`config.mk`:
```
export PLATFORM = sky130hd
export DESIGN_NAME = mf35_fifo
export DESIGN_NICKNAME = d
export VERILOG_FILES = /design/src/rtl/mf35_pkg.sv /design/src/rtl/mf35_fifo.sv
export VERILOG_INCLUDE_DIRS = /design/src /design/src/rtl
export SDC_FILE = /design/constraint.sdc
export NUM_CORES = 1
export LEC_CHECK = 0
export ABC_AREA = 1
export BUFFER_PORTS_ARGS = -buffer_cell sky130_fd_sc_hd__buf_2
export CAP_MARGIN = 40
export CORE_AREA = 4 4 167 169
export CTS_CLUSTER_DIAMETER = 80
export DETAILED_ROUTE_END_ITERATION = 10
export DIE_AREA = 0 0 171 173
export GPL_TIMING_DRIVEN = 1
export PLACE_DENSITY = 0.6
export SLEW_MARGIN = 20
export SYNTH_ARGS = -nofsm -noshare
export SYNTH_HDL_FRONTEND = slang
export SYNTH_SLANG_ARGS = --single-unit
```
`constraint.sdc`:
```
create_clock -name clk -period 6.2 [get_ports clk]
set_clock_uncertainty 0.2 [all_clocks]
set_input_delay 1.24 -clock clk [delete_from_list [all_inputs] [get_ports clk]]
set_output_delay 1.24 -clock clk [all_outputs]
set_load 0.02 [all_outputs]
```
`src/rtl/median_filter_3x3_5x5_u8_assert.svh`:
```
// assertion helpers shared by mf35_fifo and mf35_back
`ifndef MEDIAN_FILTER_3X3_5X5_U8_ASSERT_SVH
`define MEDIAN_FILTER_3X3_5X5_U8_ASSERT_SVH

// same-cycle implication
`define MF35_CHECK(lbl, ante, cons, msg) \
  lbl: assert property (@(posedge clk) disable iff (!rst_n) (ante) |-> (cons)) else $error(msg);

// next-cycle implication
`define MF35_CHECK_NEXT(lbl, ante, cons, msg) \
  lbl: assert property (@(posedge clk) disable iff (!rst_n) (ante) |=> (cons)) else $error(msg);

`endif

```
`src/rtl/mf35_pkg.sv`:
```
package mf35_pkg;

  localparam int RING_ROWS   = 5;
  localparam int SLOTS       = 5;
  localparam int WIN         = SLOTS * SLOTS;
  localparam int MED_RANK    = WIN / 2;
  localparam int MAX_RESULTS = 9;
  localparam int PX_W        = 12;
  localparam int CH_W        = 2;
  localparam int QDEPTH      = 4;
  localparam int QA_W        = $clog2(QDEPTH);
  localparam int QCNT_W      = QA_W + 1;

  localparam logic FUNC_SAMPLE = 1'b0;
  localparam logic FUNC_FLUSH  = 1'b1;

  typedef enum logic [2:0] {
    REG_KERNEL   = 3'd0,
    REG_WIDTH    = 3'd1,
    REG_CHANNELS = 3'd2,
    REG_HEIGHT   = 3'd3
  } reg_idx_t;

  typedef logic [SLOTS-1:0][7:0] col_t;

  typedef struct packed {
    logic            big;
    logic [PX_W-1:0] pix_last;
    logic [CH_W-1:0] ch_last;
  } geom_t;

  typedef struct packed {
    col_t            col;
    logic [CH_W-1:0] pch;
    logic [3:0]      nout;
    logic [PX_W-1:0] opx;
    logic [CH_W-1:0] och;
    logic            last_row;
  } job_t;

endpackage

```
`src/rtl/mf35_fifo.sv`:
```
`include "median_filter_3x3_5x5_u8_assert.svh"

module mf35_fifo
  import mf35_pkg::*;
(
  input  logic              clk,
  input  logic              rst_n,
  input  logic              push,
  input  job_t              push_data,
  input  logic              pop,
  output job_t              head,
  output logic [QCNT_W-1:0] count,
  output logic              empty
);

  job_t              mem_r [QDEPTH];
  logic [QA_W-1:0]   wr_r, rd_r;
  logic [QCNT_W-1:0] count_r;

  assign head  = mem_r[rd_r];
  assign count = count_r;
  assign empty = (count_r == '0);

  always_ff @(posedge clk) begin
    if (!rst_n) begin
      wr_r    <= '0;
      rd_r    <= '0;
      count_r <= '0;
    end else begin
      if (push) begin
        wr_r <= wr_r + QA_W'(1);
      end
      if (pop) begin
        rd_r <= rd_r + QA_W'(1);
      end
      count_r <= count_r + QCNT_W'(push) - QCNT_W'(pop);
    end
  end

  always_ff @(posedge clk) begin
    if (push) begin
      mem_r[wr_r] <= push_data;
    end
  end

  `MF35_CHECK(a_no_overflow, push, (count_r < QCNT_W'(QDEPTH)) || pop, "request queue overflow")
  `MF35_CHECK_NEXT(a_pop_drains, pop && !push, count_r == $past(count_r) - QCNT_W'(1), "bad level")

endmodule

```
Word level (Yosys, flattened, before mapping)
Memory sizes are Yosys's and may differ from the RTL's. A register that Yosys moved wholly into a read port is not among the register bits.
Index checks and enable logic that the tools add are counted.
Operators by class
  add/sub/neg operators: 4
  $mul: 0
  divide/modulo/power cells: 0
  $lt $le $gt $ge: 0
  equality and inequality tests: 0
  shift operators: 0
  muxes and demuxes: 4
  bitwise operators: 0
  reduce and logical (&&, ||, !) cells: 1
Operators with widths (number)
  2-bit by 1-bit adder with 2-bit output, second input constant: 2
  2-bit two-way mux: 2
  3-bit by 1-bit adder with 3-bit output: 1
  3-bit zero test: 1
  3-bit by 1-bit subtractor with 3-bit output: 1
  1-bit two-way mux: 2
Storage, ports and cells
  flip-flop bits (word level): 7
  bits in latches: 0
  bits in writable memories: 244
  ROM bits: 0
  input bits: 65
  word-level logic and storage cells: 13
  memories kept: 1
Memory list
  mem_r: words 4, width 61, rd ports 1, clocked after memory_dff 1, write ports 1, line mf35_fifo.sv:16  | job_t mem_r [QDEPTH];

Logic depth before layout (Yosys ltp)
  depth after elaboration: 3
  depth in mapped cells: 8
  mapped depth without buffers: 8

Worst setup path before layout
No wires, ideal clock.
  path kind: in2reg
  start point: input port push
  end point: memory mem_r[0][0] in the netlist's numbering (enable)
  data arrival time: 2.461 ns
  path slack: 3.124 ns
  cell stages on the path: 2
  path buffers: 0
  cell sequence: nand2_1 > inv_1
On the way
  cells in the longest elaborated chain, start to end: 2
RTL lines
  start: declaration: line mf35_fifo.sv:8  | input logic push,
  1-bit two-way mux: line mf35_fifo.sv:41  | if (push) begin
  1-bit two-way mux (implied by the code): line mf35_fifo.sv:42  | mem_r[wr_r] <= push_data;
  end: declaration: line mf35_fifo.sv:16
Every way passes these cells.

==> impl_results.md <==
* Reg2reg start: wr_r[0]
* DR pass1 iterations at 4
* MaxCap Viol Count at 0
* Die ar. at between 0.02 and 0.03 mm2
* Tot GR Track Use at 13.0%
* CTS resizes at 0
* Setup bufs post-CTS at 0
* CP cell instances: buf_4 > a21oi_1 > o21ai_0 > nand2_1 > buf_2
* Hold Slack at around 0.26 ns
* Complex-gate fraction of the synthesized area at 13.6%
* Largest family of logic cells by synthesized area: compound AO/OA/AOI/OAI gates
* Peak Freq at approximately 0.24 GHz
* Clock sinks at roughly 250
* Hold Path Origin: rd_r[1]
* Final WS setup at roughly 2.1 ns
* R2R Path End: mem_r[2][9]
* Hold Path Class: reg -> reg
* P_leak at about 4.7 nW
* Unique masters post-synth at 18
* GP Congestion at 0.695
* Fillers at 2,404
* Count leader, synth: edfxtp_1
* CP Capture Type: output pin
* Mapped Cells at 766
* M1 GR Usage at 16.7%
* Ys flop type: edfxtp_1
* Synth Warn # at 0
* GR Overflow Total at 0
* First-pass GRT wire length at between 30,000 and 40,000 um
* Worst hold path depth at 2
* Vias at a little under 6,000
* Starting Density at between 30% and 40%
* Worst-Skew Late Latency at 0.52 ns
* Slowest CP cell: dfxtp_4
* Ys async rst share at 0%
* Largest net degree at the start of global routing at 105
* # H-tree levels at 1
* Vias per Instance at 4.71
* Final Power at 3.94 mW
* Fin crit share at roughly two thirds
* VDD IR-drop max at roughly 0.00019 V
* Xor-xnor portion of the synthesized cell area at 0%
* # rows at 60
* Finished Cell Area at approximately 0.012 mm2
* Crit path kind: reg -> out
* Initial DRC Count at between 300 and 400
* Worst path max stage delay at about 0.85 ns
* Reg2reg path depth at 5
* # nets final at roughly 970
* Core area at about 0.027 mm2
* Sequential area share after synthesis at 71.6%
* Drt wl/cell at ~16 um
* Critical path required time at roughly 4.8 ns
* Detailed placement HPWL at 11,500 um
* Worst-path maximum fanout at 74
* Post-Layout Cell Count at 1,256
* Arrival @ worst endpoint at approximately 2.7 ns
* DRC at 0
* Syn_nets at approximately 840
* Layout cells sized above 1 at 26.5%
* Adder-cell share of the synthesized area at less than 1%
* Startpoint types: flip-flop
* Mapped cell area at roughly 0.010 mm2
* PD cells at about 330 mW/mm2
* Setup TNS at 0 ns
* Antenna-violating nets left at 0
* Hold buffer count at cts at 0
* Met3 Use GR at 2.93%
* Post-synthesis simple-gate area fraction at under 10%
* Synth area leader: edfxtp_1
* Gr busiest metal: met2
* Mux cell area share after synthesis at 0%
* Met2 GRT Util at between 20% and 30%
* RSZ-0062 raised after global routing: false
* Final setup fails at 0
* CTS tree: done
* Number of global-route vias before repair at between 5,000 and 6,000
* Clock transition at path regs at approximately 0.06 ns
* TritonCTS Buffers at 27
* Status: finished, final reports clean
* Clock tree buffer depth at 3
* Slew @ Worst Pin at roughly 0.79 ns
* Area share of the largest cell type after synthesis at 69.9%
* Syn_area_per_cell at between 10 and 15 um2
* Min Tclk post-route at 4.12 ns
* Synth area leaders: edfxtp_1 (70%), o211ai_2 (7.3%), inv_1 (4.9%)
* Post-DP Area at 0.0112 mm2
* Drt total wl at roughly 19,000 um
* Port bufs at around 130
* Rel. slew slack at ~47%
* Place WS at about 2.6 ns
* Die X-Extent at 171 um
* Reg2reg setup slack at around 3.8 ns
* Initial antenna violation count at 2
* Placed cells at around 1,200
* Post-synth EDFFs at around 240
* Final slew viol count at 0
* Top Ports at between 100 and 150
* Fin util at 45.5%
* Layout area overhead at 15.5%
* Die height at 173 um
* Clk root buf: clkbuf_16
* Yosys reg bits at between 200 and 300
* Top cells by count, synth: edfxtp_1 (244), inv_1 (137), nand2_1 (132)
* Hold Violations, Final at 0
[area by class of cell]
type	count	area, um2	share of cell area, %
timing repair buffer	139	758	6.26
tap	341	427	3.53
multi-input combinational	335	2030	16.8
antenna	1	2.50	0.0207
clock buffer	29	683	5.64
clock inverter	21	175	1.45
sequential	253	7510	62.1
inverter	137	514	4.25
[worst max-delay path, delay by kind of cell, from the launching register on]
kind            cells  cell delay, ns
compound gates      2            0.25
simple gates        1            0.07
buf+inv             2            0.91
flops               1            0.85
[cell families after synthesis]
kind of cell | after synthesis
compound gates | 193
simple gates | 135
fa+ha+maj | 7
buf+inv | 178
flops | 253
[where the power goes]
| group | internal [mW] | switching [mW] |
|---|---|---|
| Clock | 0.917 | 0.621 |
| Sequential | 1.96 | 0.0354 |
| Combinational | 0.127 | 0.281 |
[flip-flops by register name (all words and copies together) (netlist names), named ones only]
name   cells
count      3
mem_r    244
rd_r       2
wr_r       2
[cell usage in the layout, fill, tap and decap left out, drive strengths merged]
cell / instances
a21oi: 67
buf: 139
bufinv: 3
clkbuf: 29
clkinv: 15
clkinvlp: 1
dfxtp: 9
diode: 1
edfxtp: 244
fa: 1
ha: 6
inv: 139
nand2: 132
nand3: 1
nor2: 1
nor3: 1
o211ai: 61
o21ai: 65
[worst max-delay path by stage]
stage | from | end | slack, ns | cells after the start
6_report | flip-flop | head[21] | 2.08 | 5
5_1_grt | flip-flop | head[22] | 1.83 | 5
4_1_cts | flip-flop | head[9] | 2.02 | 5
3_5_place_dp | flip-flop | head[11] | 2.61 | 5
3_3_place_gp | flip-flop | head[9] | 2.61 | 5
2_1_floorplan | push | mem_r[0][0] | 3.12 | 2
[metal layers]
layer  up-vias  part of all wire, %  wire [um]
met2       121                   50       9710
met5         -                 0.11         21
met4         4                  1.8        346
li1       2921                    -          -
met1      2835                   43       8370
met3        29                  5.4       1060
No activity file was read; power rests on OpenSTA's default activity.
